File: src/rtl/lfsa_pkg.sv
// Package for the latest-free-slot allocator: sizes, controller states and
// the command/status bundles between controller and datapath.
// No dependencies.
`default_nettype none

package lfsa_pkg;

    localparam int SLOTS  = 1024;
    localparam int ADDR_W = $clog2(SLOTS);
    localparam int IDX_W  = $clog2(SLOTS + 1);
    localparam int NXT_W  = IDX_W + 1;
    localparam int CNT_W  = IDX_W;
    localparam int DL_W   = 16;
    localparam int SC_W   = 16;
    localparam int SLOT_W = 11;
    localparam int TOT_W  = 32;

    // largest power of two not above SLOTS: first step of the descent
    localparam logic [IDX_W-1:0] TOP_STEP = IDX_W'(1) << (IDX_W - 1);
    localparam logic [NXT_W-1:0] SLOTS_N  = NXT_W'(SLOTS);
    localparam logic [ADDR_W-1:0] LAST_ADDR = ADDR_W'(SLOTS - 1);

    localparam logic OP_REQUEST = 1'b0;
    localparam logic OP_CLEAR   = 1'b1;

    typedef enum logic [2:0] {
        S_SWEEP,
        S_IDLE,
        S_PF_CHK,
        S_PF_ACC,
        S_LOC_CHK,
        S_LOC_CMP,
        S_UPD_CHK,
        S_UPD_WR
    } state_t;

    typedef struct packed {
        logic start_req;   // capture a request
        logic start_clr;   // clear total, report, begin sweep
        logic sweep_wr;    // write one node of the initial tree
        logic pf_rd;       // prefix walk: read node idx
        logic pf_acc;      // prefix walk: accumulate, drop low bit
        logic loc_init;    // set up the descent
        logic loc_rd;      // descent: read node pos+step
        logic loc_skip;    // descent: pos+step beyond the tree
        logic loc_cmp;     // descent: compare and halve step
        logic upd_init;    // claim slot pos+1
        logic upd_rd;      // update walk: read node idx
        logic upd_wr;      // update walk: write back decremented count
        logic emit_drop;   // report a dropped request
        logic emit_grant;  // report a grant, add score
    } cmd_t;

    typedef struct packed {
        logic sweep_last;
        logic idx_zero;
        logic acc_zero;
        logic step_zero;
        logic nxt_ok;
        logic upd_done;
    } sts_t;

endpackage

`default_nettype wire

File: src/rtl/lfsa_ctrl.sv
// Controller state machine for the latest-free-slot allocator.
// Depends on lfsa_pkg; drives the datapath through cmd_t, watches sts_t.
`default_nettype none

module lfsa_ctrl (
    input  wire logic          clk,
    input  wire logic          rst_n,
    input  wire logic          start,
    input  wire logic          operation,
    input  wire lfsa_pkg::sts_t sts,
    output lfsa_pkg::cmd_t     cmd,
    output logic               busy
);
    import lfsa_pkg::*;

    state_t state_reg;
    state_t state_next;

    always_ff @(posedge clk or negedge rst_n)
    begin
        if (!rst_n)
        begin
            state_reg <= S_SWEEP;
        end
        else
        begin
            state_reg <= state_next;
        end
    end

    always_comb
    begin
        state_next = state_reg;
        case (state_reg)
            S_SWEEP:
            begin
                if (sts.sweep_last)
                    state_next = S_IDLE;
            end
            S_IDLE:
            begin
                if (start)
                    state_next = (operation == OP_CLEAR) ? S_SWEEP : S_PF_CHK;
            end
            S_PF_CHK:
            begin
                if (!sts.idx_zero)
                    state_next = S_PF_ACC;
                else if (sts.acc_zero)
                    state_next = S_IDLE;
                else
                    state_next = S_LOC_CHK;
            end
            S_PF_ACC:
            begin
                state_next = S_PF_CHK;
            end
            S_LOC_CHK:
            begin
                if (sts.step_zero)
                    state_next = S_UPD_CHK;
                else if (sts.nxt_ok)
                    state_next = S_LOC_CMP;
            end
            S_LOC_CMP:
            begin
                state_next = S_LOC_CHK;
            end
            S_UPD_CHK:
            begin
                state_next = sts.upd_done ? S_IDLE : S_UPD_WR;
            end
            S_UPD_WR:
            begin
                state_next = S_UPD_CHK;
            end
            default:
            begin
                state_next = S_IDLE;
            end
        endcase
    end

    always_comb
    begin
        cmd  = '0;
        busy = 1'b1;
        case (state_reg)
            S_SWEEP:
            begin
                cmd.sweep_wr = 1'b1;
            end
            S_IDLE:
            begin
                busy = 1'b0;
                if (start)
                begin
                    cmd.start_clr = (operation == OP_CLEAR);
                    cmd.start_req = (operation == OP_REQUEST);
                end
            end
            S_PF_CHK:
            begin
                if (!sts.idx_zero)
                    cmd.pf_rd = 1'b1;
                else if (sts.acc_zero)
                    cmd.emit_drop = 1'b1;
                else
                    cmd.loc_init = 1'b1;
            end
            S_PF_ACC:
            begin
                cmd.pf_acc = 1'b1;
            end
            S_LOC_CHK:
            begin
                if (sts.step_zero)
                    cmd.upd_init = 1'b1;
                else if (sts.nxt_ok)
                    cmd.loc_rd = 1'b1;
                else
                    cmd.loc_skip = 1'b1;
            end
            S_LOC_CMP:
            begin
                cmd.loc_cmp = 1'b1;
            end
            S_UPD_CHK:
            begin
                if (sts.upd_done)
                    cmd.emit_grant = 1'b1;
                else
                    cmd.upd_rd = 1'b1;
            end
            S_UPD_WR:
            begin
                cmd.upd_wr = 1'b1;
            end
            default:
            begin
                cmd = '0;
            end
        endcase
    end

endmodule

`default_nettype wire

File: config.mk
export PLATFORM = sky130hd
export DESIGN_NAME = lfsa_ctrl
export DESIGN_NICKNAME = d
export VERILOG_FILES = /design/src/rtl/lfsa_pkg.sv /design/src/rtl/lfsa_ctrl.sv
export SDC_FILE = /design/constraint.sdc
export NUM_CORES = 1
export LEC_CHECK = 0
export BUFFER_PORTS_ARGS = -buffer_cell sky130_fd_sc_hd__buf_4
export CAP_MARGIN = 0
export CORE_AREA = 2 2 39 41
export CTS_BUF_LIST = sky130_fd_sc_hd__clkbuf_16
export DETAILED_ROUTE_END_ITERATION = 10
export DIE_AREA = 0 0 41 43
export HOLD_SLACK_MARGIN = 0.02
export SETUP_SLACK_MARGIN = 0.1
export SLEW_MARGIN = 15
export SYNTH_ARGS = -nofsm -noshare
export SYNTH_HDL_FRONTEND = slang
export SYNTH_SLANG_ARGS = --single-unit
File: constraint.sdc
create_clock -name clk -period 2.8 [get_ports clk]
set_clock_uncertainty 0.05 [all_clocks]
set_input_delay 0.28 -clock clk [delete_from_list [all_inputs] [get_ports clk]]
set_output_delay 0.28 -clock clk [all_outputs]
set_load 0.1 [all_outputs]
**Word level (Yosys, flattened, before mapping)**

Cells that the tools add are included.

- Register bits: 3

- Eq/ne operators: 10
- Multiplexer cells: 34
- Bitwise operators: 1
- Reduce and logical (&&, ||, !) cells: 2

Operator list:

| cell | number |
|---|---|
| one-hot mux 3 bit (8 select lines) | 1 |
| 2-to-1 mux 1 bit | 21 |
| 2-to-1 mux 3 bit | 7 |
| equality test 3 bit, second input constant | 4 |
| 2-to-1 mux 2 bit | 5 |
| equality test 3 x 2 -> 1 bit, second input constant | 2 |
| != test 2 bit, second input constant | 2 |
| equality test 3 x 1 -> 1 bit, second input constant | 1 |
| zero test 3 bit | 1 |
| != test 3 bit, second input constant | 1 |
| AND reduction 3 bit | 1 |
| NOT 1 bit | 1 |

**Longest topological paths before layout**

Gate-level depths: netlist (run 1).

- Depth after elaboration: 3
- Mapped depth: 5

**Worst setup path after synthesis (run 1)**

OpenSTA, ideal clock, no wires.

- Kind: flip-flop to output port
- Start point: register state_reg[0]
- End point: output port cmd[8] (netlist name)
- Data arrival time: 2.931 ns
- Path slack: -0.461 ns
- Stages on the path, launching flop included: 4
- Buffers on the path: 0
- Cell sequence: dfrtp_1 > nor2b_1 > nand2b_1 > nor3b_1

RTL lines:

| element | line | source |
|---|---|---|
| start: declaration | lfsa_ctrl.sv:16 | `state_t state_reg;` |
| start signal: assignment | lfsa_ctrl.sv:27 | `state_reg <= state_next;` |
| end: declaration | lfsa_ctrl.sv:11 | `output lfsa_pkg::cmd_t cmd,` |

==> results.md, run 1 <==
- Status: finished clean
- Row count: 14
- Unrepaired setup endpoints after global routing: false
- FMAX: 469.2 MHz
- Worst Path Arrival: 1.80 ns
- Tmin final: 2.131 ns
- Slowest-stage cell, CP: dfrtp_1
- Post-synthesis mux area share: 9.489%
- Combinational family with the most area after synthesis: simple AND/OR/NAND/NOR gates
- Max reg flops: 3
- Syn Std Cell Area: 342.8 µm²
- Family with the most delay on the worst path: flip-flops
- Launch point of the worst reg-to-reg path: state_reg[2]
- CTS sink cnt: 3
- Via/cell ratio: 4.461
- Number of synthesized register bits: 3
- Die ar.: 1763 µm²
- Adder and majority cell fraction of the synthesized area: 0%
- Register-to-Register Path Depth: 3
- CP Class: reg -> out
- Final-report max-slew violation count: 0
- Syn nets: 58
- Measured slew at the worst slew-check pin: 0.4981 ns
- Cells after Synth: 48
- XOR/XNOR share of the synthesized area: 0%
- Setup bufs post-CTS: 0
- Clock Latency Late Sink: 0.22 ns
- R2R Setup Slk: 0.92 ns
- CTS Buffer Depth: 2
- Worst min path class: in -> async
- # hold bufs at CTS: 1
- Largest area contributor in the netlist: dfrtp_1
- DR WL/cell: 10.26 µm
- Netlist cell types: 21
- Worst Path Max Fanout: 17
- Num ports: 25
- Final setup vio count: 0
- Final core utilization: 45.30%
- Num CTS Buffers: 3
- Worst reg2reg path endpoint: state_reg[0]
- Compound-Gate Fraction of Synth Area: 8.759%
- Reg clk slew, reported paths: 0.03 ns
- Final hold vios: 0
- Setup TNS: 0 ns
- Async set or reset register ratio after synthesis: 100.0%
- Routability Congestion: 0.7040
- Final std cells w/o fill: 89
- Initial antenna violation count: 0
- Nets: 84
- Max-slew headroom: 66.79%
- Crit path cell chain: or4b_4 > nor2_1 > buf_4
- Cells after DPL: 84
- Max cap viols: 0
- Worst EP required: 2.47 ns
- Resized cells post-CTS: 0
- CTS root buf: clkbuf_16
- Post-route DRC violation count: 0
- Seq/Total Area, Yosys: 21.90%
- CP Buf/Inv Count: 1
- Startpoint type of the worst setup path: register
- Dpl hpwl: 661.1 µm
- Fin crit share: 76.11%
- Layout cell share with drive strength beyond 1: 45.21%
- DR iter-0 viols: 6
- Number of buffers added on ports: 24
- Post-synthesis simple-gate area fraction: 50.73%
- Most frequent cell after synthesis: nor2_1
- Slowest stage delay, CP: 0.64 ns
- Ys flop type: dfrtp_1
- Pin count of the biggest net entering global routing: 18
- Final ANT Viol Nets: 0
- H-tree levels: 1
- Vias in the first global route: 356
- GRT overflow: 0
- Pre-antenna DRT Iters: 3
- Via count: 397
- First-pass GRT wire length: 1442 µm
- Syn-to-layout area delta: 82.85%
- Synth Area per Inst: 7.142 µm²
- Die Y: 43 µm
- CTS tree: yes
- Top cell type's share of synthesized area: 21.90%
- Top cells by count, synth: nor2_1 (9), nand2_1 (6), nor3_1 (5)
- Number of flops mapped to enable cells by yosys: 0
- Die width: 41 µm
- Synth Warn #: 0
- Initial core utilization: 24.77%
- Diodes inserted: 0
- Drt total wl: 913 µm
- CP endpoint kind: output pin
- Gr usage total: 12.19%
- Core area: 1384 µm²
- Ranking of synthesized cells by area: dfrtp_1 (22%), nor2_1 (9.9%), nor3_1 (7.3%)
- Filler cells: 144
-- routing by layer --
metal	vias up	GRT usage (%)	share of wire, %
met1	167	15.26	45
met5	-	0	0
met4	0	8.000	0
met2	18	16.56	44
met3	0	4.712	11
li1	212	-	-
-- stage by stage --
stage / hold slack [ns] / area [µm²] / setup WS, ns
finish: 0.3321 / 626.9 / 0.6689
CTS: 0.3308 / 626.9 / 0.6756
floorplan: -0.06559 / 357.8 / 0.1718
global route: 0.3469 / 626.9 / 0.5719
global placement: 0.02027 / 538.0 / 0.9248
detailed placement: 0.01995 / 538.0 / 0.9125
-- cells in the final DEF (no fill, tap or decap) --
| cell type | n |
|---|---|
| buf_4 | 24 |
| nor2_1 | 9 |
| nand2_1 | 6 |
| inv_1 | 4 |
| and3_1 | 3 |
| nor3_1 | 3 |
| clkbuf_16 | 3 |
| dfrtp_1 | 3 |
| nor2b_1 | 2 |
| nor3_2 | 2 |
| nor3b_1 | 2 |
| or4b_4 | 1 |
| nand2b_1 | 1 |
| nor3b_2 | 1 |
| and3b_1 | 1 |
| nor4bb_1 | 1 |
| mux2_2 | 1 |
| o32ai_2 | 1 |
| mux2_1 | 1 |
| a31oi_1 | 1 |
| mux2i_1 | 1 |
| a211oi_1 | 1 |
| dlygate4sd3_1 | 1 |
-- layout make-up --
| cell class | instances | area, µm² | area share, % |
|---|---|---|---|
| Timing Repair Buffer | 25 | 190.2 | 30.34 |
| Sequential cell | 3 | 75.07 | 11.98 |
| Multi-Input combinational cell | 38 | 251.5 | 40.12 |
| Clock inverter | 1 | 3.754 | 0.5988 |
| Inverter | 3 | 11.26 | 1.796 |
| Clock buffer | 3 | 75.07 | 11.98 |
| Tap cell | 16 | 20.02 | 3.194 |
-- worst max path at each step --
stage | start | to | slack (ns) | cells after the start
2_1_floorplan | state_reg[0] | cmd[13] | 0.17 | 4
3_3_place_gp | state_reg[2] | cmd[7] | 0.92 | 3
3_5_place_dp | state_reg[2] | cmd[7] | 0.91 | 3
4_1_cts | state_reg[2] | cmd[7] | 0.68 | 3
5_1_grt | state_reg[2] | cmd[6] | 0.57 | 3
6_report | state_reg[2] | cmd[7] | 0.67 | 3
-- logic make-up after synthesis --
group           after synthesis
simple gates                 32
compound gates                3
buf+inv                       7
mux                           3
flops                         3
Power of run 1 is left out: the tool's default activity adds up to more than one toggle a clock period on the data nets, which glitch-free logic cannot reach.
==> run 2, diff against run 1 <==
--- a/config.mk
+++ b/config.mk
@@ -5,6 +5,7 @@
 export SDC_FILE = /design/constraint.sdc
 export NUM_CORES = 1
 export LEC_CHECK = 0
+export ABC_AREA = 1
 export BUFFER_PORTS_ARGS = -buffer_cell sky130_fd_sc_hd__buf_4
 export CAP_MARGIN = 0
 export CORE_AREA = 2 2 39 41
==> constraint.sdc (replaced) <==
create_clock -name clk -period 2 [get_ports clk]
set_clock_uncertainty 0.05 [all_clocks]
set_input_delay 0.2 -clock clk [delete_from_list [all_inputs] [get_ports clk]]
set_output_delay 0.2 -clock clk [all_outputs]
set_load 0.1 [all_outputs]
==> run 2 against run 1 <==
Effect of this change:
- sequential share of layout area decreased by 0.99 points
- count of clock-buffer cells in the layout unchanged
- via count grew 14%
- critical path type unchanged
==> results.md, run 2 <==
- Initial core utilization: 25.50%
- CP endpoint kind: output pin
- XOR/XNOR share of the synthesized area: 0%
- Measured slew at the worst slew-check pin: 0.3047 ns
- Pre-antenna DRT Iters: 4
- CP Capture Point: cmd[12]
- DR iter-0 viols: 1
- H-tree levels: 1
- Async set or reset register ratio after synthesis: 100.0%
- Row count: 14
- Clock Latency Late Sink: 0.22 ns
- Layout cell share with drive strength beyond 1: 54.44%
- Combinational family with the most area after synthesis: simple AND/OR/NAND/NOR gates
- Die width: 41 µm
- Num ports: 25
- Final-report max-slew violation count: 0
- Final hold vios: 0
- R2R Setup Slk: 0.73 ns
- Number of flops mapped to enable cells by yosys: 0
- Routability Congestion: 0.7546
- FMAX: 575.9 MHz
- Dpl hpwl: 788.1 µm
- Cells after Synth: 62
- Compound-Gate Fraction of Synth Area: 3.546%
- Top cells by count, synth: inv_1 (13), nand2_1 (13), nand3_1 (7), nor2_1 (7), nor2_2 (6)
- Tmin final: 1.736 ns
- Num CTS Buffers: 3
- Netlist cell types: 13
- Gr usage total: 14.10%
- GRT overflow: 0
- Ys flop type: dfrtp_1
- Post-route DRC violation count: 0
- Startpoint type of the worst setup path: register
- Fin crit share: 86.82%
- Syn nets: 72
- Seq/Total Area, Yosys: 21.28%
- CTS tree: yes
- CTS Buffer Depth: 2
- Synth Warn #: 0
- Core area: 1384 µm²
- Number of synthesized register bits: 3
- Setup TNS: 0 ns
- Worst Path Arrival: 1.49 ns
- Initial antenna violation count: 0
- PD cells: 1891 nW/µm²
- Nets: 101
- Filler cells: 148
- Register-to-Register Path Depth: 7
- Reg clk slew, reported paths: 0.03 ns
- Most common cell after layout, fill and taps aside: buf_4
- Adder and majority cell fraction of the synthesized area: 0%
- Synth Area per Inst: 5.691 µm²
- First-pass GRT wire length: 1676 µm
- Post-synthesis simple-gate area fraction: 54.96%
- Critical Path Start: state_reg[2]
- Number of buffers added on ports: 24
- Ranking of synthesized cells by area: dfrtp_1 (21%), inv_1 (14%), nand2_1 (14%)
- Worst hold slack: 0.2574 ns
- Pin count of the biggest net entering global routing: 9
- Worst min path class: in -> async
- DR WL/cell: 9.406 µm
- Max-slew headroom: 79.69%
- Unrepaired setup endpoints after global routing: false
- Status: finished clean
- Max cap viols: 0
- Final setup vio count: 0
- Vias in the first global route: 404
- Max IR drop VDD: 1.123 mV
- Top cell type's share of synthesized area: 21.28%
- Via count: 454
- Max reg flops: 3
- Worst reg2reg path endpoint: state_reg[1]
- Final ANT Viol Nets: 0
- Syn Std Cell Area: 352.8 µm²
- CTS sink cnt: 3
- Post-synthesis mux area share: 0%
- Largest area contributor in the netlist: dfrtp_1
- Die ar.: 1763 µm²
- Most frequent cells in the layout: buf_4 (24), inv_1 (14), nand2_1 (12)
- Die Y: 43 µm
- CTS root buf: clkbuf_16
- Worst Path Max Fanout: 7
- Worst EP required: 1.75 ns
- Syn-to-layout area delta: 93.62%
- LEAKAGE: 0.0003993 µW
- Launch point of the worst reg-to-reg path: state_reg[0]
- Resized cells post-CTS: 0
- Diodes inserted: 0
- Via/cell ratio: 4.283
- Drt total wl: 997 µm
- CP Class: reg -> out
-- run 2: cell types whose count changed after synthesis, sizes merged, moves of 3 or more --
cell and delta:
and3 -3, nor3b -3, nand2 +8, inv +13, nand3 +9, nor2 +4
-- run 2: what timing repair did --
action / in CTS / in global routing
buffers inserted: 0 / 0
hold buffers: 1 / 0
setup endpoints to repair: 0 / 0
endpoints found under the hold margin: 3 / 0
-- run 2: power by group --
| part | internal, µW | switching (µW) | total, µW |
|---|---|---|---|
| registers | 87.7 | 61.5 | 149 |
| clock network | 258 | 54.4 | 312 |
| logic | 180 | 650 | 831 |
| total | 526 | 766 | 1290 |
-- run 2: layer usage --
metal	track usage, %	up-vias	routed length [µm]
met3	4.712	0	65
li1	-	245	-
met5	0	-	0
met4	4.000	0	0
met1	18.83	192	443
met2	20.94	17	488
-- run 2: critical path, stage by stage, from the launching register on --
cell	delay (ns)
dfrtp_1	0.46
nor2_2	0.22
nand2_2	0.11
nor3_4	0.16
buf_4	0.31
-- run 2: layout make-up --
cell class,instances,area (µm²),share of cell area [%]
inverter,16,60.06,8.791
clock buffer,3,75.07,10.99
timing repair buffer,25,190.2,27.84
sequential,3,75.07,10.99
multi-input combinational,42,259.0,37.91
clock inverter,1,3.754,0.5495
tap,16,20.02,2.930
-- run 2: cells by family after synthesis --
kind of cell,Yosys count
compound gates,2
buf+inv,17
flops,3
simple gates,40
-- run 2: stage by stage --
stage	area, µm²	setup WS, ns	total power [µW]	util (%)	cells
after floorplan	405.4	-0.1740	847.4	-	62
after global placement	594.3	0.5128	976.7	42.95	101
after detailed placement	594.3	0.5135	978.7	42.95	101
after CTS	683.2	0.2547	1303	49.37	106
after global routing	683.2	0.1594	1369	49.37	106
final	683.2	0.2636	1292	49.37	106
-- run 2: worst min path at each step --
stage,end,slack [ns],cells after the start
final,state_reg[2],0.26,2
after global routing,state_reg[2],0.27,2
after detailed placement,state_reg[2],-0.06,1
after global placement,state_reg[2],-0.06,1
after floorplan,state_reg[0],-0.15,0
after CTS,state_reg[2],0.26,2
(Power assumes the default switching activity.)
